**src/rtl/mpcirc_pkg.sv**
```systemverilog
`default_nettype none
// ----------------------------------------------------------------------------
// Midpoint circle generator package
// Widths, codes and the job record passed from the stepping front end to the
// point emitter.
// ----------------------------------------------------------------------------
package mpcirc_pkg;

   localparam int COORD_BITS     = 16;
   localparam int POINT_BITS     = COORD_BITS + 1;
   localparam int OFF_BITS       = 14;
   localparam int DEC_BITS       = 18;
   localparam int STATUS_BITS    = 2;
   localparam int REQ_TDATA_BITS = ((2 * COORD_BITS + OFF_BITS + 7) / 8) * 8;
   localparam int RSP_TDATA_BITS = ((2 * POINT_BITS + 7) / 8) * 8;
   localparam int QUEUE_DEPTH    = 2;
   localparam int QPTR_BITS      = (QUEUE_DEPTH > 1) ? $clog2(QUEUE_DEPTH) : 1;
   localparam int QCNT_BITS      = $clog2(QUEUE_DEPTH + 1);
   localparam int POINTS_PER_POS = 8;
   localparam int BEAT_BITS      = $clog2(POINTS_PER_POS);

   typedef logic signed [COORD_BITS-1:0] coord_type;
   typedef logic signed [POINT_BITS-1:0] point_type;
   typedef logic [OFF_BITS-1:0]          offset_type;
   typedef logic [DEC_BITS-1:0]          decision_type;

   typedef enum logic {
      KIND_START = 1'b0,
      KIND_STEP  = 1'b1
   } kind_type;

   typedef enum logic [STATUS_BITS-1:0] {
      STATUS_POINT = 2'd0,
      STATUS_DONE  = 2'd1,
      STATUS_ERROR = 2'd2
   } status_type;

   typedef struct packed {
      logic       plot;
      status_type status;
      coord_type  cx;
      coord_type  cy;
      offset_type ox;
      offset_type oy;
   } job_type;

endpackage
`default_nettype wire

```
**src/rtl/mpcirc_front.sv**
```systemverilog
`default_nettype none
// ----------------------------------------------------------------------------
// Midpoint circle front end
// Accepts start and step beats, keeps the circle state and the decision term,
// and queues one job per accepted beat: a point group or a status result.
// ----------------------------------------------------------------------------
module mpcirc_front (
   input  wire logic                                 clock,
   input  wire logic                                 reset,
   input  wire logic                                 req_tvalid,
   output logic                                      req_tready,
   input  wire logic [mpcirc_pkg::REQ_TDATA_BITS-1:0] req_tdata,
   input  wire logic [0:0]                           req_tuser,
   input  wire logic                                 queue_full,
   output logic                                      push_valid,
   output mpcirc_pkg::job_type                       push_job
);
   import mpcirc_pkg::*;

   offset_type   ox_ff, ox_in, oy_ff, oy_in;
   decision_type dec_ff, dec_in;
   coord_type    cx_ff, cx_in, cy_ff, cy_in;
   logic         active_ff, active_in;

   coord_type    req_cx, req_cy;
   offset_type   req_radius;
   decision_type x_ext, y_ext, r_ext;
   offset_type   next_x, next_y;
   decision_type next_dec;
   logic         accept;

   assign req_cx     = req_tdata[0 +: COORD_BITS];
   assign req_cy     = req_tdata[COORD_BITS +: COORD_BITS];
   assign req_radius = req_tdata[2 * COORD_BITS +: OFF_BITS];
   assign req_tready = !queue_full;
   assign accept     = req_tvalid && req_tready;

   assign x_ext = {{(DEC_BITS - OFF_BITS){1'b0}}, ox_ff};
   assign y_ext = {{(DEC_BITS - OFF_BITS){1'b0}}, oy_ff};
   assign r_ext = {{(DEC_BITS - OFF_BITS){1'b0}}, req_radius};

   always_comb begin
      next_x = ox_ff + OFF_BITS'(1);
      if (dec_ff[DEC_BITS-1] || (dec_ff == '0)) begin
         next_dec = dec_ff + (x_ext << 2) + DEC_BITS'(6);
         next_y   = oy_ff;
      end else begin
         next_dec = dec_ff + ((x_ext - y_ext) << 2) + DEC_BITS'(10);
         next_y   = oy_ff - OFF_BITS'(1);
      end
   end

   always_comb begin
      ox_in           = ox_ff;
      oy_in           = oy_ff;
      dec_in          = dec_ff;
      cx_in           = cx_ff;
      cy_in           = cy_ff;
      active_in       = active_ff;
      push_valid      = accept;
      push_job.plot   = 1'b0;
      push_job.status = STATUS_DONE;
      push_job.cx     = cx_ff;
      push_job.cy     = cy_ff;
      push_job.ox     = ox_ff;
      push_job.oy     = oy_ff;
      if (accept) begin
         if (kind_type'(req_tuser[0]) == KIND_START) begin
            if (req_radius == '0) begin
               active_in       = 1'b0;
               push_job.status = STATUS_ERROR;
            end else begin
               cx_in           = req_cx;
               cy_in           = req_cy;
               ox_in           = '0;
               oy_in           = req_radius;
               dec_in          = DEC_BITS'(3) - (r_ext << 1);
               active_in       = 1'b1;
               push_job.plot   = 1'b1;
               push_job.status = STATUS_POINT;
               push_job.cx     = req_cx;
               push_job.cy     = req_cy;
               push_job.ox     = '0;
               push_job.oy     = req_radius;
            end
         end else if (active_ff) begin
            ox_in  = next_x;
            oy_in  = next_y;
            dec_in = next_dec;
            push_job.ox = next_x;
            push_job.oy = next_y;
            if (next_x > next_y) begin
               active_in = 1'b0;
            end else begin
               push_job.plot   = 1'b1;
               push_job.status = STATUS_POINT;
            end
         end
      end
   end

   always_ff @(posedge clock) begin
      if (reset) begin
         ox_ff     <= '0;
         oy_ff     <= '0;
         dec_ff    <= '0;
         cx_ff     <= '0;
         cy_ff     <= '0;
         active_ff <= 1'b0;
      end else begin
         ox_ff     <= ox_in;
         oy_ff     <= oy_in;
         dec_ff    <= dec_in;
         cx_ff     <= cx_in;
         cy_ff     <= cy_in;
         active_ff <= active_in;
      end
   end

endmodule
`default_nettype wire

```
**src/rtl/mpcirc_queue.sv**
```systemverilog
`default_nettype none
// ----------------------------------------------------------------------------
// Midpoint circle job queue
// Short first-in first-out queue of jobs between the front end and the
// point emitter.
// ----------------------------------------------------------------------------
module mpcirc_queue (
   input  wire logic                clock,
   input  wire logic                reset,
   input  wire logic                push_valid,
   input  wire mpcirc_pkg::job_type push_job,
   output logic                     queue_full,
   input  wire logic                pop,
   output logic                     head_valid,
   output mpcirc_pkg::job_type      head_job
);
   import mpcirc_pkg::*;

   job_type                mem_ff [QUEUE_DEPTH];
   logic [QPTR_BITS-1:0]   wr_ptr_ff, wr_ptr_in, rd_ptr_ff, rd_ptr_in;
   logic [QCNT_BITS-1:0]   count_ff, count_in;
   logic                   do_push, do_pop;

   assign queue_full = (count_ff == QCNT_BITS'(QUEUE_DEPTH));
   assign head_valid = (count_ff != '0);
   assign head_job   = mem_ff[rd_ptr_ff];
   assign do_push    = push_valid && !queue_full;
   assign do_pop     = pop && head_valid;

   always_comb begin
      wr_ptr_in = wr_ptr_ff;
      rd_ptr_in = rd_ptr_ff;
      count_in  = count_ff;
      if (do_push) begin
         wr_ptr_in = (wr_ptr_ff == QPTR_BITS'(QUEUE_DEPTH - 1)) ? '0
                                                                : wr_ptr_ff + 1'b1;
      end
      if (do_pop) begin
         rd_ptr_in = (rd_ptr_ff == QPTR_BITS'(QUEUE_DEPTH - 1)) ? '0
                                                                : rd_ptr_ff + 1'b1;
      end
      if (do_push && !do_pop) begin
         count_in = count_ff + 1'b1;
      end else if (do_pop && !do_push) begin
         count_in = count_ff - 1'b1;
      end
   end

   always_ff @(posedge clock) begin
      if (do_push) begin
         mem_ff[wr_ptr_ff] <= push_job;
      end
   end

   always_ff @(posedge clock) begin
      if (reset) begin
         wr_ptr_ff <= '0;
         rd_ptr_ff <= '0;
         count_ff  <= '0;
      end else begin
         wr_ptr_ff <= wr_ptr_in;
         rd_ptr_ff <= rd_ptr_in;
         count_ff  <= count_in;
      end
   end

endmodule
`default_nettype wire

```
**src/rtl/mpcirc_back.sv**
```systemverilog
`default_nettype none
// ----------------------------------------------------------------------------
// Midpoint circle point emitter
// Turns the job at the head of the queue into result beats: eight symmetric
// points for a point group, or one status beat, through an output register.
// ----------------------------------------------------------------------------
module mpcirc_back (
   input  wire logic                                  clock,
   input  wire logic                                  reset,
   input  wire logic                                  head_valid,
   input  wire mpcirc_pkg::job_type                   head_job,
   output logic                                       pop,
   output logic                                       rsp_tvalid,
   input  wire logic                                  rsp_tready,
   output logic [mpcirc_pkg::RSP_TDATA_BITS-1:0]      rsp_tdata,
   output logic [mpcirc_pkg::STATUS_BITS-1:0]         rsp_tuser,
   output logic                                       rsp_tlast
);
   import mpcirc_pkg::*;

   logic                 valid_ff, valid_in;
   logic [BEAT_BITS-1:0] beat_ff, beat_in;
   point_type            px_ff, px_in, py_ff, py_in;
   status_type           status_ff, status_in;
   logic                 last_ff, last_in;

   logic                 advance;
   logic                 last_beat;
   offset_type           off_a, off_b;
   point_type            cx_ext, cy_ext, a_ext, b_ext, calc_x, calc_y;

   assign advance   = head_valid && (!valid_ff || rsp_tready);
   assign last_beat = (beat_ff == BEAT_BITS'(POINTS_PER_POS - 1));

   assign off_a  = beat_ff[2] ? head_job.oy : head_job.ox;
   assign off_b  = beat_ff[2] ? head_job.ox : head_job.oy;
   assign cx_ext = {head_job.cx[COORD_BITS-1], head_job.cx};
   assign cy_ext = {head_job.cy[COORD_BITS-1], head_job.cy};
   assign a_ext  = {{(POINT_BITS - OFF_BITS){1'b0}}, off_a};
   assign b_ext  = {{(POINT_BITS - OFF_BITS){1'b0}}, off_b};
   assign calc_x = beat_ff[0] ? (cx_ext - a_ext) : (cx_ext + a_ext);
   assign calc_y = beat_ff[1] ? (cy_ext - b_ext) : (cy_ext + b_ext);

   always_comb begin
      valid_in  = valid_ff;
      beat_in   = beat_ff;
      px_in     = px_ff;
      py_in     = py_ff;
      status_in = status_ff;
      last_in   = last_ff;
      pop       = 1'b0;
      if (valid_ff && rsp_tready) begin
         valid_in = 1'b0;
      end
      if (advance) begin
         valid_in  = 1'b1;
         status_in = head_job.status;
         if (head_job.plot) begin
            px_in   = calc_x;
            py_in   = calc_y;
            last_in = last_beat;
            beat_in = beat_ff + 1'b1;
            pop     = last_beat;
         end else begin
            px_in   = '0;
            py_in   = '0;
            last_in = 1'b1;
            beat_in = '0;
            pop     = 1'b1;
         end
      end
   end

   always_ff @(posedge clock) begin
      if (reset) begin
         valid_ff <= 1'b0;
         beat_ff  <= '0;
      end else begin
         valid_ff <= valid_in;
         beat_ff  <= beat_in;
      end
   end

   always_ff @(posedge clock) begin
      px_ff     <= px_in;
      py_ff     <= py_in;
      status_ff <= status_in;
      last_ff   <= last_in;
   end

   assign rsp_tvalid = valid_ff;
   assign rsp_tdata  = {{(RSP_TDATA_BITS - 2 * POINT_BITS){1'b0}}, py_ff, px_ff};
   assign rsp_tuser  = status_ff;
   assign rsp_tlast  = last_ff;

endmodule
`default_nettype wire

```
**src/rtl/midpoint_circle_generator_unit.sv**
```systemverilog
`default_nettype none
// ----------------------------------------------------------------------------
// Midpoint circle generator unit
// Rasterizes circle octants with the midpoint decision rule, one position per
// step beat, and emits the eight symmetric points of each position.
// ----------------------------------------------------------------------------
// A start beat loads center and radius and returns the eight points of the
// first position; each step beat advances one position and returns its eight
// points, one beat per cycle while rsp_tready is high, with tlast on the
// eighth. A step past the end of the octant or with no circle running returns
// one finished status beat, and a start with radius zero returns one error
// status beat. The front end updates the circle state in the cycle it takes a
// beat and hands a job to a two-entry queue, so it keeps taking beats while
// points are still going out; the point emitter sends one point per cycle
// while rsp_tready is high.
module midpoint_circle_generator_unit (
   input  wire logic                                 clock,
   input  wire logic                                 reset,
   input  wire logic                                 req_tvalid,
   output logic                                      req_tready,
   // center_x [15:0], center_y [31:16], radius [45:32], zero padding above
   input  wire logic [mpcirc_pkg::REQ_TDATA_BITS-1:0] req_tdata,
   // kind [0]: start or step
   input  wire logic [0:0]                           req_tuser,
   output logic                                      rsp_tvalid,
   input  wire logic                                 rsp_tready,
   // point_x [16:0], point_y [33:17], zero padding above
   output logic [mpcirc_pkg::RSP_TDATA_BITS-1:0]     rsp_tdata,
   // status [1:0]
   output logic [mpcirc_pkg::STATUS_BITS-1:0]        rsp_tuser,
   output logic                                      rsp_tlast
);
   import mpcirc_pkg::*;

   logic    queue_full;
   logic    push_valid;
   job_type push_job;
   logic    pop;
   logic    head_valid;
   job_type head_job;

   mpcirc_front u_front (
      .clock      (clock),
      .reset      (reset),
      .req_tvalid (req_tvalid),
      .req_tready (req_tready),
      .req_tdata  (req_tdata),
      .req_tuser  (req_tuser),
      .queue_full (queue_full),
      .push_valid (push_valid),
      .push_job   (push_job)
   );

   mpcirc_queue u_queue (
      .clock      (clock),
      .reset      (reset),
      .push_valid (push_valid),
      .push_job   (push_job),
      .queue_full (queue_full),
      .pop        (pop),
      .head_valid (head_valid),
      .head_job   (head_job)
   );

   mpcirc_back u_back (
      .clock      (clock),
      .reset      (reset),
      .head_valid (head_valid),
      .head_job   (head_job),
      .pop        (pop),
      .rsp_tvalid (rsp_tvalid),
      .rsp_tready (rsp_tready),
      .rsp_tdata  (rsp_tdata),
      .rsp_tuser  (rsp_tuser),
      .rsp_tlast  (rsp_tlast)
   );

endmodule
`default_nettype wire

```
**config.mk**
```make
export PLATFORM = sky130hd
export DESIGN_NAME = midpoint_circle_generator_unit
export DESIGN_NICKNAME = d
export VERILOG_FILES = /design/src/rtl/mpcirc_pkg.sv /design/src/rtl/mpcirc_front.sv /design/src/rtl/mpcirc_queue.sv /design/src/rtl/mpcirc_back.sv /design/src/rtl/midpoint_circle_generator_unit.sv
export SDC_FILE = /design/constraint.sdc
export NUM_CORES = 1
export LEC_CHECK = 0
export BUFFER_PORTS_ARGS = -buffer_cell sky130_fd_sc_hd__buf_2
export CAP_MARGIN = 20
export CORE_UTILIZATION = 56
export DETAILED_ROUTE_END_ITERATION = 16
export GPL_TIMING_DRIVEN = 0
export HOLD_SLACK_MARGIN = 0.05
export PLACE_DENSITY = 0.74
export SYNTH_ARGS = -nofsm -noshare
export SYNTH_HDL_FRONTEND = slang
export SYNTH_HIERARCHICAL = 1
export SYNTH_SLANG_ARGS = --single-unit
```
**constraint.sdc**
```tcl
create_clock -name clock -period 4.4 [get_ports clock]
set_input_delay 0.22 -clock clock [delete_from_list [all_inputs] [get_ports clock]]
set_output_delay 0.22 -clock clock [all_outputs]
set_load 0.01 [all_outputs]
```
* After elaboration in Yosys (flattened, before gate mapping)
Memories as Yosys holds them, arrays and structs flattened. A register that Yosys moved wholly into a read port is not among the register bits.
Cells that the tools add are included.
Widths: inputs -> output; s select.
** Cells by class
- Add/sub/neg operators :: 17
- Order comparisons :: 1
- Equal/unequal tests :: 4
- Muxes and demuxes :: 41
- Bitwise logic cells :: 2
- Reduce and logical (&&, ||, !) cells :: 20
** Operator list (count)
- $mux 14 :: 9
- $mux 18 :: 4
- $mux 63 :: 1
- $mux 60 :: 1
- $mux 28 :: 2
- $add 16x15->17 :: 2
- $mux 17 :: 2
- $sub 16x15->17 :: 2
- $mux 32 :: 1
- $add 18x16->18 :: 1
- $add 18x18->18 :: 1
- $add 18x3->18 const B :: 1
- $add 18x4->18 const B :: 1
- $logic_not 18->1 :: 1
- $sub 2x15->16 const A :: 1
- $sub 14x14->15 :: 1
- $add 14x1->14 const B :: 1
- $gt 14x14->1 :: 1
- $logic_not 14->1 :: 1
- $mux 1 :: 14
- $sub 14x1->14 const B :: 1
- $mux 3 :: 4
- $logic_and 1x1->1 :: 7
- $mux 2 :: 3
- 13 further kinds :: 22
** Word-level totals
- Flip-flop bits (word level) :: 124
- Memory bits (writable) :: 126
- Input bits :: 53
- Output and inout port bits :: 45
- Word-level logic and storage cells :: 101
- Memories kept :: 1
** Memory list
- u_queue.mem_ff :: depth 2, bits a word 63, read ports 1, clocked after memory_dff 1, wr ports 1, RTL line mpcirc_queue.sv:19 : job_type mem_ff [QUEUE_DEPTH];

* Logic depth before layout (Yosys ltp)
Gate-level depths: netlist (run 1).
- Depth after elaboration :: 8
- Gate-level depth with buffers :: 20
- Depth with buffers taken out :: 19

* Cells and area by module
Netlist (run 1), hierarchy kept.
** By module, submodules not included
- mpcirc_front :: instances 1, cells each 931, area each 7061.8 µm², seq. area each 1581.5 µm²
- mpcirc_queue :: instances 1, cells each 221, area each 4748.3 µm², seq. area each 3883.7 µm²
- mpcirc_back :: instances 1, cells each 466, area each 4121.5 µm², seq. area each 1191.1 µm²

* Worst setup path after synthesis (run 1)
OpenSTA, ideal clock, no wires.
- Kind :: flip-flop to flip-flop
- From :: reg u_back.beat_ff[2]
- To :: reg u_back.py_ff[15], data pin
- Setup time :: 0.266 ns
- Data arrival time :: 4.031 ns
- Required time :: 4.134 ns
- Path slack :: 0.103 ns
- Stages on the path, launching flop included :: 20
- Buffers on the path :: 4
- Period minus slack after synthesis :: 4.297 ns
- Cell sequence :: dfxtp_1 -> buf_2 -> buf_2 -> buf_4 -> buf_4 -> mux2i_1 -> ha_1 -> nor4b_2 -> o22ai_1 -> or2_2 -> nor3b_1 -> or3_1 -> nand2_1 -> ha_1 -> o21ai_0 -> o31ai_1 -> a21o_1 -> a31oi_1 -> xor2_1 -> nor2_1
** Between the ends
- Word-level cells in the longest chain between the ends :: 3
- Elaborated cells on any way between the ends :: 4
- Classes of those cells :: add/sub: 2; mux: 2
** Ends and longest elaborated chain
- from (decl) :: RTL line mpcirc_back.sv:22 : logic [BEAT_BITS-1:0] beat_ff, beat_in;
- from (signal assigned) :: RTL line mpcirc_back.sv:80 : beat_ff <= beat_in;
- $mux 14 * :: RTL line mpcirc_back.sv:36 : assign off_b = beat_ff[2] ? head_job.ox : head_job.oy;
- $add 16x15->17 / $sub 16x15->17 (equally long branches) :: RTL line mpcirc_back.sv:42 : assign calc_y = beat_ff[1] ? (cy_ext - b_ext) : (cy_ext + b_ext);
- $mux 17 * :: RTL line mpcirc_back.sv:42
- to (signal assigned) :: RTL line mpcirc_back.sv:86 : py_ff <= py_in;
- to (decl) :: RTL line mpcirc_back.sv:23 : point_type px_ff, px_in, py_ff, py_in;
Every way passes the cells marked *; elsewhere a longest branch is shown, timed or not.
A chain may end at the register's enable or synchronous reset.

==> impl_results.rst, run 1 <==
.. list-table::
   :header-rows: 1

   * - Metric
     - Value
   * - Die Y-Extent
     - 170.7 um
   * - Max Clock Freq
     - 237.2 MHz
   * - Largest net degree at the start of global routing
     - 64
   * - Psw
     - 4.872 mW
   * - Time the worst path needs with I/O delays and setup
     - 4.216 ns
   * - Share of synthesized flip-flops with an asynchronous set or reset
     - 0%
   * - Sequential cell fraction of total power
     - 29.1%
   * - VDD IR max
     - 0.0002887 V
   * - Wire length of the first global-routing pass
     - 64.70 mm
   * - Comb power frac
     - 53.7%
   * - Total half-perimeter wirelength after legalization and detailed placement
     - 30.86 mm
   * - Global-route track usage on met2
     - 50.83%
   * - Clock tree from TritonCTS
     - done
   * - WP data required
     - 4.64 ns
   * - Syn-to-layout area delta
     - 15.53%
   * - Number of DRC violations after detailed-routing iteration 0
     - 1035
   * - Area of the core
     - 0.02786 mm^2
   * - Number of unique standard cell types used by synthesis
     - 87
   * - Non-Filler Cell Area, Final
     - 0.01841 mm^2
   * - CTS Root Cell
     - clkbuf_16
   * - Worst slew slack as a fraction of its limit
     - 25.07%
   * - Count of maximum capacitance violations
     - 0
   * - Number of global-route vias before repair
     - 12450
   * - Unrepaired setup endpoints after global routing
     - yes
   * - Nets
     - 1962
   * - Top Ports
     - 98
   * - Number of H-tree levels
     - 1
   * - Via-to-Cell Ratio
     - 5.911
   * - Area after detailed placement
     - 0.01689 mm^2
   * - Run status
     - finished clean
   * - Synth warnings
     - 6
   * - Number of antenna diodes
     - 0
   * - Final period utilization
     - 95.81%
   * - Commonest cells after routing, fill and taps aside
     - nand2_1 (183), edfxtp_1 (163), nor2_1 (126)
   * - Die width
     - 170.7 um
   * - Footprint of the multi-input gates
     - 0.008972 mm^2
   * - Most common cell after layout, fill and taps aside
     - nand2_1
   * - Tightest Pin Transition
     - 1.120 ns
   * - RD Place Congestion
     - 0.9742
   * - Switching share of power
     - 40.75%
   * - Leak Pwr
     - 7.571 nW
   * - Post-Synthesis Mean Instance Area
     - 9.846 um^2
   * - Busiest metal layer after global routing
     - met2
   * - Critical Path End Type
     - flip-flop
   * - Detailed-route wire length per cell
     - 19.03 um
   * - Cells after synthesis
     - 1618
   * - Residual DRC count
     - 0
   * - Final count of negative-setup-slack endpoints
     - 0
   * - Seq/Total Area, Yosys
     - 41.78%
   * - Number of buffers added on ports
     - 89
   * - Final hold violation count
     - 0
   * - Sequential cell area in the final layout
     - 0.006671 mm^2
   * - Number of enable flip-flop cells after synthesis
     - 163
   * - Antenna Nets Post-Route
     - 0
   * - Internal power consumption
     - 7.085 mW
   * - Crit start category
     - flip-flop
   * - Total gr overflow
     - 0
   * - Dominant register cell in the synthesized netlist
     - edfxtp_1
   * - Worst min path class
     - input port to flip-flop
   * - Total power density per cell area
     - 649.6 mW/mm^2
   * - Wire length after detailed routing
     - 41.36 mm
   * - Clock latency of the later-clocked register in the worst-skew pair
     - 0.53 ns
   * - Max Root-Sink Buffers
     - 3
   * - Crit Path Max Fanout
     - 10
   * - Hold path startpoint
     - req_tdata[32]
   * - Final standard cell count with taps included and fillers excluded
     - 2173
   * - Met3 routing resource usage after global routing
     - 3.030%
   * - DIE AREA
     - 0.02913 mm^2
   * - Initial cell density of the core
     - 57.19%
   * - Minimum setup slack among reg-to-reg paths
     - 0.18 ns
   * - Number of buffers created by CTS
     - 25
   * - Max Clock Skew
     - 0.01408 ns
   * - Fraction of final layout cells sized beyond drive strength 1
     - 17.60%
   * - Number of antenna violations at the first check in global routing
     - 0
   * - Vias after detailed routing
     - 12850
   * - Sink count of the clock tree
     - 251
   * - Number of flip-flops and latches in the synthesized netlist
     - 251
   * - Global-route total usage across every layer
     - 28.70%
   * - Post-Place Cells
     - 2091
   * - Register clock-pin slew on the reported worst setup and hold paths
     - 0.06 ns
   * - Number of iterations in the first detailed-routing pass
     - 6
   * - Fillers
     - 2230
   * - Met1 routing resource usage after global routing
     - 35.03%
   * - Critical Path AT
     - 4.45 ns
   * - Pins over their slew limit
     - 0
   * - Final hold slack
     - 0.08596 ns
   * - Crit path kind
     - flip-flop to flip-flop
   * - Site Rows
     - 61
   * - Portion of total power attributed to the clock network
     - 17.2%
   * - Mapped Area
     - 0.01593 mm^2
-- final cells by class --
cell class / count / share of cell area (%)
Inverter: 74 / 1.509
Sequential cell: 251 / 36.25
Timing Repair Buffer: 130 / 4.623
Clock inverter: 15 / 0.7070
Multi-Input combinational cell: 1238 / 48.75
Clock buffer: 30 / 3.555
Buffer: 57 / 2.039
Tap cell: 378 / 2.570
-- per-stage QoR --
stage,TNS [ns],power (mW),utilization [%],setup slack (ns)
6_report,0,11.96,66.07,0.1843
5_1_grt,-0.06160,12.77,66.07,-0.03836
4_1_cts,-0.009192,11.69,65.11,-0.009192
3_5_place_dp,-7.973,9.515,60.63,-0.8766
3_3_place_gp,-7.138,9.387,60.55,-0.8655
2_1_floorplan,0,7.956,-,0.1029
-- flip-flops by register name, indices dropped and copies added (netlist names), named ones only --
signal	cells
u_back/beat_ff	3
u_front/ox_ff	14
u_front/oy_ff	14
u_queue/wr_ptr_ff	1
u_front/cx_ff	16
u_back/py_ff	17
u_queue/count_ff	2
u_front/dec_ff	18
u_back/rsp_tuser	2
u_back/rsp_tvalid	1
u_back/rsp_tlast	1
u_back/px_ff	17
u_front/active_ff	1
u_front/cy_ff	16
u_queue/rd_ptr_ff	1
u_queue/mem_ff	126
-- critical path, stage by stage, from the launching register on --
cell and delay [ns]:
dfxtp_1 0.35, buf_12 0.15, buf_8 0.15, mux2_4 0.35, mux2i_4 0.19, ha_2 0.23
nor4b_4 0.23, o22ai_2 0.17, or2_2 0.32, o21bai_2 0.20, xnor2_2 0.16, ha_4 0.26
nand2_1 0.12, nor2_1 0.08, and3_1 0.20, a22o_1 0.23, a211o_1 0.30, xnor2_1 0.15
nor2_1 0.08
-- power by group through the flow --
| stage | Sequential, mW | Clock (mW) | Combinational [mW] |
|---|---|---|---|
| 6_report | 3.48 | 2.06 | 6.42 |
| 5_1_grt | 3.53 | 2.18 | 7.06 |
| 4_1_cts | 3.48 | 2.10 | 6.12 |
| 3_5_place_dp | 3.53 | 0 | 5.99 |
| 3_3_place_gp | 3.53 | 0 | 5.86 |
| 2_1_floorplan | 3.59 | 0 | 4.36 |
-- metal layers --
| layer | vias to the layer above | routed length [um] |
|---|---|---|
| met3 | 120 | 2513 |
| met5 | - | 0 |
| met2 | 513 | 20400 |
| met4 | 0 | 1850 |
| li1 | 6162 | - |
| met1 | 6050 | 16590 |
-- kinds of logic (layout without fill, tap and decap cells) --
kind of cell | after synthesis | in the layout | synth area share, %
other cells | 1 | 6 | 0.02354
xor+xnor | 117 | 117 | 6.479
flops | 251 | 251 | 41.78
mux | 98 | 98 | 6.699
simple gates | 542 | 542 | 16.67
buf+inv | 134 | 306 | 3.699
compound gates | 343 | 343 | 14.05
fa+ha+maj | 132 | 132 | 10.60
-- final timing paths --
check	cells past startpoint	to
worst max-delay path	18	u_back/px_ff[16]
worst min register to register	2	u_queue/wr_ptr_ff
worst max register to register	18	u_back/px_ff[16]
worst min-delay path	2	u_queue/mem_ff[0][61]
-- cells in the mapped netlist, types with 12 or more instances --
cell type / count / area [um^2]
a21o_1: 26 / 195.2
a211oi_1: 14 / 105.1
buf_2: 18 / 90.09
dfxtp_1: 88 / 1762
mux2i_1: 29 / 290.3
xnor2_1: 69 / 604.3
edfxtp_1: 163 / 4895
ha_1: 127 / 1589
xor2_1: 47 / 411.6
nand2_1: 183 / 686.9
nor2_1: 126 / 473.0
nand3_1: 30 / 150.1
inv_1: 72 / 270.3
o21ai_0: 72 / 360.4
a21oi_1: 94 / 470.5
mux2_2: 69 / 777.0
or3_1: 12 / 75.07
o211ai_1: 16 / 120.1
nor2b_1: 68 / 425.4
nor3_1: 43 / 215.2
buf_4: 13 / 97.59
and3_1: 12 / 75.07
clkbuf_1: 24 / 90.09
a31oi_1: 14 / 87.58
-- timing repair --
item | 4_1_cts | 5_1_grt
setup buffers | 0 | 6
endpoints found under the setup margin | 24 | 21
pin swaps | 6 | 14
hold endpoints to repair | 75 | 0
hold buffers | 34 | 0
resized for setup | 35 | 50
Power figures use the tool's default switching activity.
==> run 2, diff against run 1 <==
--- a/config.mk
+++ b/config.mk
@@ -7,6 +7,7 @@
 export LEC_CHECK = 0
 export BUFFER_PORTS_ARGS = -buffer_cell sky130_fd_sc_hd__buf_2
 export CAP_MARGIN = 20
+export CORE_ASPECT_RATIO = 1.4
 export CORE_UTILIZATION = 56
 export DETAILED_ROUTE_END_ITERATION = 16
 export GPL_TIMING_DRIVEN = 0
==> impl_results.rst, run 2 (synthesis gave the netlist of run 1 again) <==
.. list-table::
   :header-rows: 1

   * - Metric
     - Value
   * - Register clock-pin slew on the reported worst setup and hold paths
     - 0.06 ns
   * - Minimum setup slack among reg-to-reg paths
     - -0.0004 ns
   * - Number of DRC violations after detailed-routing iteration 0
     - 744
   * - Worst slew slack as a fraction of its limit
     - 31.54%
   * - Run status
     - finished, violations left
   * - CTS Root Cell
     - clkbuf_16
   * - WP data required
     - 4.66 ns
   * - Number of antenna violations at the first check in global routing
     - 0
   * - Count of maximum capacitance violations
     - 0
   * - Vias after detailed routing
     - 12630
   * - Final count of negative-setup-slack endpoints
     - 2
   * - RD Place Congestion
     - 0.9845
   * - Capture instance of the worst register-to-register path
     - u_queue/mem_ff[1][60]
   * - Hold path startpoint
     - req_tdata[23]
   * - Clock tree from TritonCTS
     - done
   * - Pins over their slew limit
     - 0
   * - Sequential cell area in the final layout
     - 0.006670 mm^2
   * - Syn-to-layout area delta
     - 15.40%
   * - Crit start category
     - flip-flop
   * - Time the worst path needs with I/O delays and setup
     - 4.400 ns
   * - DIE AREA
     - 0.02914 mm^2
   * - Residual DRC count
     - 0
   * - Crit path kind
     - flip-flop to flip-flop
   * - Non-Filler Cell Area, Final
     - 0.01839 mm^2
   * - Max Clock Skew
     - 0.01497 ns
   * - Nets
     - 1956
   * - Number of buffers created by CTS
     - 24
   * - Final hold slack
     - 0.06944 ns
   * - Crit Path Max Fanout
     - 19
   * - Final period utilization
     - 100.0%
   * - Number of H-tree levels
     - 1
   * - Max Root-Sink Buffers
     - 3
   * - Antenna Nets Post-Route
     - 0
   * - Met1 routing resource usage after global routing
     - 31.38%
   * - Largest register by flop count
     - u_queue/mem_ff
   * - Worst min path class
     - input port to flip-flop
   * - Fillers
     - 2216
   * - Last element of the critical path
     - u_queue/mem_ff[1][60]
   * - Met3 routing resource usage after global routing
     - 2.999%
   * - Max reg flops
     - 126
   * - Clock latency of the later-clocked register in the worst-skew pair
     - 0.52 ns
   * - Global-route track usage on met2
     - 54.28%
   * - Site Rows
     - 72
   * - Number of buffers added on ports
     - 89
   * - Post-Place Cells
     - 2082
   * - Leak Pwr
     - 7.557 nW
   * - Worst Setup SP
     - u_front/dec_ff[1]
   * - Final standard cell count with taps included and fillers excluded
     - 2159
   * - VDD IR max
     - 0.0003167 V
   * - Final setup margin
     - -0.0004037 ns
   * - Failing checks
     - negative setup slack
   * - Commonest cells after routing, fill and taps aside
     - nand2_1 (182), edfxtp_1 (163), nor2_1 (123)
   * - Wire length after detailed routing
     - 42.25 mm
   * - Global-route total usage across every layer
     - 29.44%
   * - Max Clock Freq
     - 227.3 MHz
   * - Critical Path AT
     - 4.66 ns
   * - Top Ports
     - 98
   * - Core Util, Final
     - 66.05%
   * - Tot Pwr
     - 12.04 mW
   * - Final hold violation count
     - 0
   * - Number of global-route vias before repair
     - 12620
   * - Most common cell after layout, fill and taps aside
     - nand2_1
   * - Die width
     - 144.6 um
   * - Number of antenna diodes
     - 0
   * - Sink count of the clock tree
     - 251
   * - Initial cell density of the core
     - 57.23%
   * - Total power density per cell area
     - 654.8 mW/mm^2
   * - Worst reg2reg path startpoint
     - u_front/dec_ff[1]
   * - Total half-perimeter wirelength after legalization and detailed placement
     - 32.09 mm
   * - Total gr overflow
     - 0
   * - Critical Path End Type
     - flip-flop
   * - Busiest metal layer after global routing
     - met2
   * - Footprint of the multi-input gates
     - 0.008960 mm^2
   * - Total Negative Setup Slacks
     - -0.0005915 ns
   * - Largest net degree at the start of global routing
     - 64
   * - Number of cells on the worst reg-to-reg path
     - 15
   * - Via-to-Cell Ratio
     - 5.852
   * - Leading registers by flop count
     - u_queue/mem_ff (126), u_front/dec_ff (18)
   * - Die Y-Extent
     - 201.6 um
   * - Area of the core
     - 0.02784 mm^2
   * - Fraction of final layout cells sized beyond drive strength 1
     - 17.55%
   * - Tightest Pin Transition
     - 1.023 ns
   * - Area after detailed placement
     - 0.01686 mm^2
   * - Dpl ws
     - -0.7888 ns
   * - Detailed-route wire length per cell
     - 19.57 um
   * - Wire length of the first global-routing pass
     - 65.45 mm
   * - Number of iterations in the first detailed-routing pass
     - 6
run 2: changes by cell type in the layout (fill, tap and decap cells not counted), sizes merged:
| cell | before | now |
|---|---|---|
| buf | 130 | 128 |
| bufinv | 2 | 4 |
| clkbuf | 53 | 60 |
| clkinv | 12 | 2 |
| dlygate4sd3 | 34 | 31 |
run 2: area by class of cell:
type | count | area share (%)
Multi-Input combinational cell | 1238 | 48.73
Sequential cell | 251 | 36.28
Timing Repair Buffer | 124 | 4.274
Clock buffer | 37 | 3.763
Tap cell | 370 | 2.518
Buffer | 58 | 2.130
Inverter | 74 | 1.524
Clock inverter | 7 | 0.7758
run 2: how the worst min path moves through the flow:
stage,endpoint,slack (ns),depth (start not counted)
floorplan,u_back/beat_ff[1],0.29,1
global placement,u_queue/wr_ptr_ff,0.47,2
detailed placement,u_front/dec_ff[0],0.48,2
CTS,u_front/oy_ff[8],0.05,3
global route,u_queue/mem_ff[1][35],0.07,3
finish,u_queue/mem_ff[0][35],0.07,3
run 2: power by group:
part / internal (mW) / switching (mW) / total, mW
clock: 1.32 / 0.864 / 2.19
sequential: 3.30 / 0.192 / 3.49
combinational: 2.55 / 3.82 / 6.36
total: 7.17 / 4.87 / 12.0
run 2: worst max-delay path, stage by stage, from the launching register on:
cell and delay (ns):
dfxtp_1 0.39, nor4_1 0.51, and4_4 0.41, a21oi_1 0.15, buf_2 0.33, nand2_1 0.13
xnor2_1 0.12, ha_1 0.26, a21o_1 0.18, a21oi_1 0.17, o221ai_1 0.13, a21o_1 0.20
a2111oi_1 0.56, o21ai_0 0.35, nand2_1 0.15, nand2_1 0.08
run 2: repair_timing:
action / 4_1_cts / 5_1_grt
resized for setup: 41 / 49
endpoints found under the hold margin: 73 / 0
setup endpoints to repair: 27 / 22
hold buffers: 31 / 0
buffers inserted: 1 / 3
pin swaps: 1 / 14
run 2: layer usage:
metal | up-vias | share of wire (%) | wire length (um)
li1 | 6128 | - | -
met1 | 5941 | 37 | 15680
met2 | 409 | 52 | 22110
met3 | 156 | 3.9 | 1643
met4 | 0 | 6.7 | 2815
met5 | - | 0 | 0
==> run 3, diff against run 2 <==
--- a/config.mk
+++ b/config.mk
@@ -5,14 +5,15 @@
 export SDC_FILE = /design/constraint.sdc
 export NUM_CORES = 1
 export LEC_CHECK = 0
+export ABC_CLOCK_PERIOD_IN_PS = 4400
 export BUFFER_PORTS_ARGS = -buffer_cell sky130_fd_sc_hd__buf_2
 export CAP_MARGIN = 20
 export CORE_ASPECT_RATIO = 1.4
-export CORE_UTILIZATION = 56
+export CORE_UTILIZATION = 28
 export DETAILED_ROUTE_END_ITERATION = 16
 export GPL_TIMING_DRIVEN = 0
 export HOLD_SLACK_MARGIN = 0.05
-export PLACE_DENSITY = 0.74
+export PLACE_DENSITY = 0.41
 export SYNTH_ARGS = -nofsm -noshare
 export SYNTH_HDL_FRONTEND = slang
 export SYNTH_HIERARCHICAL = 1
==> impl_results.rst, run 3 (synthesis gave the netlist of run 1 again) <==
.. list-table::
   :header-rows: 1

   * - Metric
     - Value
   * - Critical Path End Type
     - flip-flop
   * - Worst min path class
     - input port to flip-flop
   * - Number of buffers added on ports
     - 89
   * - Max Clock Freq
     - 234.9 MHz
   * - Max Root-Sink Buffers
     - 3
   * - Footprint of the multi-input gates
     - 0.009056 mm^2
   * - Number of antenna diodes
     - 0
   * - Tightest Pin Transition
     - 0.8985 ns
   * - Crit start category
     - flip-flop
   * - Site Rows
     - 103
   * - Sequential cell area in the final layout
     - 0.006673 mm^2
   * - Max Clock Skew
     - 0.02322 ns
   * - Sink count of the clock tree
     - 251
   * - Wire length of the first global-routing pass
     - 75.24 mm
   * - Total gr overflow
     - 0
   * - Maximum cell stage delay along the critical path
     - 0.37 ns
   * - Post-Place Cells
     - 2451
   * - VDD IR max
     - 0.0003176 V
   * - Global-route total usage across every layer
     - 17.16%
   * - Non-Filler Cell Area, Final
     - 0.01914 mm^2
   * - Antenna Nets Post-Route
     - 0
   * - Leak Pwr
     - 7.703 nW
   * - Nets
     - 1974
   * - Clock latency of the later-clocked register in the worst-skew pair
     - 0.56 ns
   * - Number of H-tree levels
     - 1
   * - Time the worst path needs with I/O delays and setup
     - 4.257 ns
   * - Crit path kind
     - flip-flop to flip-flop
   * - Total half-perimeter wirelength after legalization and detailed placement
     - 38.81 mm
   * - Top Ports
     - 98
   * - Initial cell density of the core
     - 28.29%
   * - Total Negative Setup Slacks
     - 0 ns
   * - Max stage delay cell, worst path
     - xor2_1
   * - RD Place Congestion
     - 0.8590
   * - Final standard cell count with taps included and fillers excluded
     - 2545
   * - Number of iterations in the first detailed-routing pass
     - 7
   * - Area after detailed placement
     - 0.01738 mm^2
   * - Unrepaired setup endpoints after global routing
     - yes
   * - Die Y-Extent
     - 284.2 um
   * - Leading registers by flop count
     - u_queue/mem_ff (126), u_front/dec_ff (18)
   * - Pins over their slew limit
     - 0
   * - Met3 routing resource usage after global routing
     - 1.479%
   * - Final hold violation count
     - 0
   * - Number of buffers created by CTS
     - 27
   * - Final count of negative-setup-slack endpoints
     - 0
   * - Vias after detailed routing
     - 12470
   * - Count of maximum capacitance violations
     - 0
   * - Syn-to-layout area delta
     - 20.11%
   * - Max reg flops
     - 126
   * - CTS Root Cell
     - clkbuf_16
   * - Met1 routing resource usage after global routing
     - 19.29%
   * - Die width
     - 203.6 um
   * - Number of antenna violations at the first check in global routing
     - 0
   * - Number of global-route vias before repair
     - 12760
   * - Top delay family on crit path
     - compound AO/OA/AOI/OAI gates
   * - Crit Path Max Fanout
     - 6
   * - WP data required
     - 4.66 ns
   * - Residual DRC count
     - 0
   * - Run status
     - finished clean
   * - Tot Pwr
     - 12.38 mW
   * - Via-to-Cell Ratio
     - 4.901
   * - Register clock-pin slew on the reported worst setup and hold paths
     - 0.06 ns
   * - Wire length after detailed routing
     - 49.61 mm
   * - Most common cell after layout, fill and taps aside
     - nand2_1
   * - Detailed-route wire length per cell
     - 19.49 um
   * - Worst slew slack as a fraction of its limit
     - 40.01%
   * - Largest net degree at the start of global routing
     - 43
   * - Commonest cells after routing, fill and taps aside
     - nand2_1 (183), edfxtp_1 (163), nor2_1 (124)
   * - DIE AREA
     - 0.05787 mm^2
   * - Cell mode on critical path
     - buf_12
   * - Busiest metal layer after global routing
     - met2
   * - Critical Path AT
     - 4.52 ns
   * - Area of the core
     - 0.05632 mm^2
   * - Global-route track usage on met2
     - 32.61%
   * - Fraction of final layout cells sized beyond drive strength 1
     - 19.01%
   * - Clock tree from TritonCTS
     - done
   * - Cell breakdown of the critical path
     - buf_12 -> buf_12 -> mux2_4 -> mux2i_4 -> buf_4 -> o21ai_1 -> nor2_2 -> a31oi_1 -> xor2_1 -> ha_1 -> a21oi_1 -> o21ai_0 -> a31o_2 -> a22o_1 -> a211o_1 -> xnor2_1 -> nor2_1
   * - Sum of buffers and inverters on the critical path
     - 3
   * - Largest register by flop count
     - u_queue/mem_ff
   * - Total power density per cell area
     - 646.8 mW/mm^2
   * - Number of DRC violations after detailed-routing iteration 0
     - 580
   * - Fillers
     - 5796
   * - Final period utilization
     - 96.75%
[run 3: layer usage]
layer / routed length (um) / vias to the layer above
met1: 19760 / 5919
met5: 0 / -
li1: - / 6176
met4: 2046 / 0
met3: 1488 / 109
met2: 26320 / 269
[run 3: final cells by class]
cell class              count  area share [%]
multi-input cells        1238           47.33
well taps                 735           4.806
inverters                  74           1.465
clock buffers              35           3.845
plain buffers              57           2.105
repair buffers            140           4.943
flip-flops and latches    251           34.87
clock inverters            15          0.6408
[run 3: final timing paths]
kind                                         from                     to  slack, ns  cells after the start
worst max register to register          flip-flop       u_back/px_ff[16]       0.14                     17
worst min register to register  u_queue/wr_ptr_ff      u_queue/wr_ptr_ff       0.50                      2
worst max-delay path                    flip-flop       u_back/px_ff[16]       0.14                     17
worst min-delay path                req_tdata[32]  u_queue/mem_ff[1][61]        0.1                      2
[run 3: report_power, final]
| part | total, mW | leakage, nW | internal (mW) | switching (mW) |
|---|---|---|---|---|
| combinational | 6.65 | 4.99 | 2.66 | 3.99 |
| clock | 2.25 | 0.421 | 1.25 | 0.999 |
| sequential | 3.48 | 2.29 | 3.29 | 0.187 |
[run 3: timing repair]
item	CTS	global route
endpoints found under the setup margin	31	15
buffers inserted	10	2
pin swaps	8	16
resized for setup	60	51
endpoints found under the hold margin	96	0
hold buffers	35	0
[run 3: through the flow]
stage          util (%)  worst slack [ns]  hold slack, ns
2_1_floorplan         -            0.1029          0.2891
3_3_place_gp      30.75            -1.108          0.4678
3_5_place_dp      30.86            -1.124          0.4833
4_1_cts           33.53          0.006628         0.05212
5_1_grt           33.98          -0.04402         0.07233
6_report          33.98            0.1432         0.09992
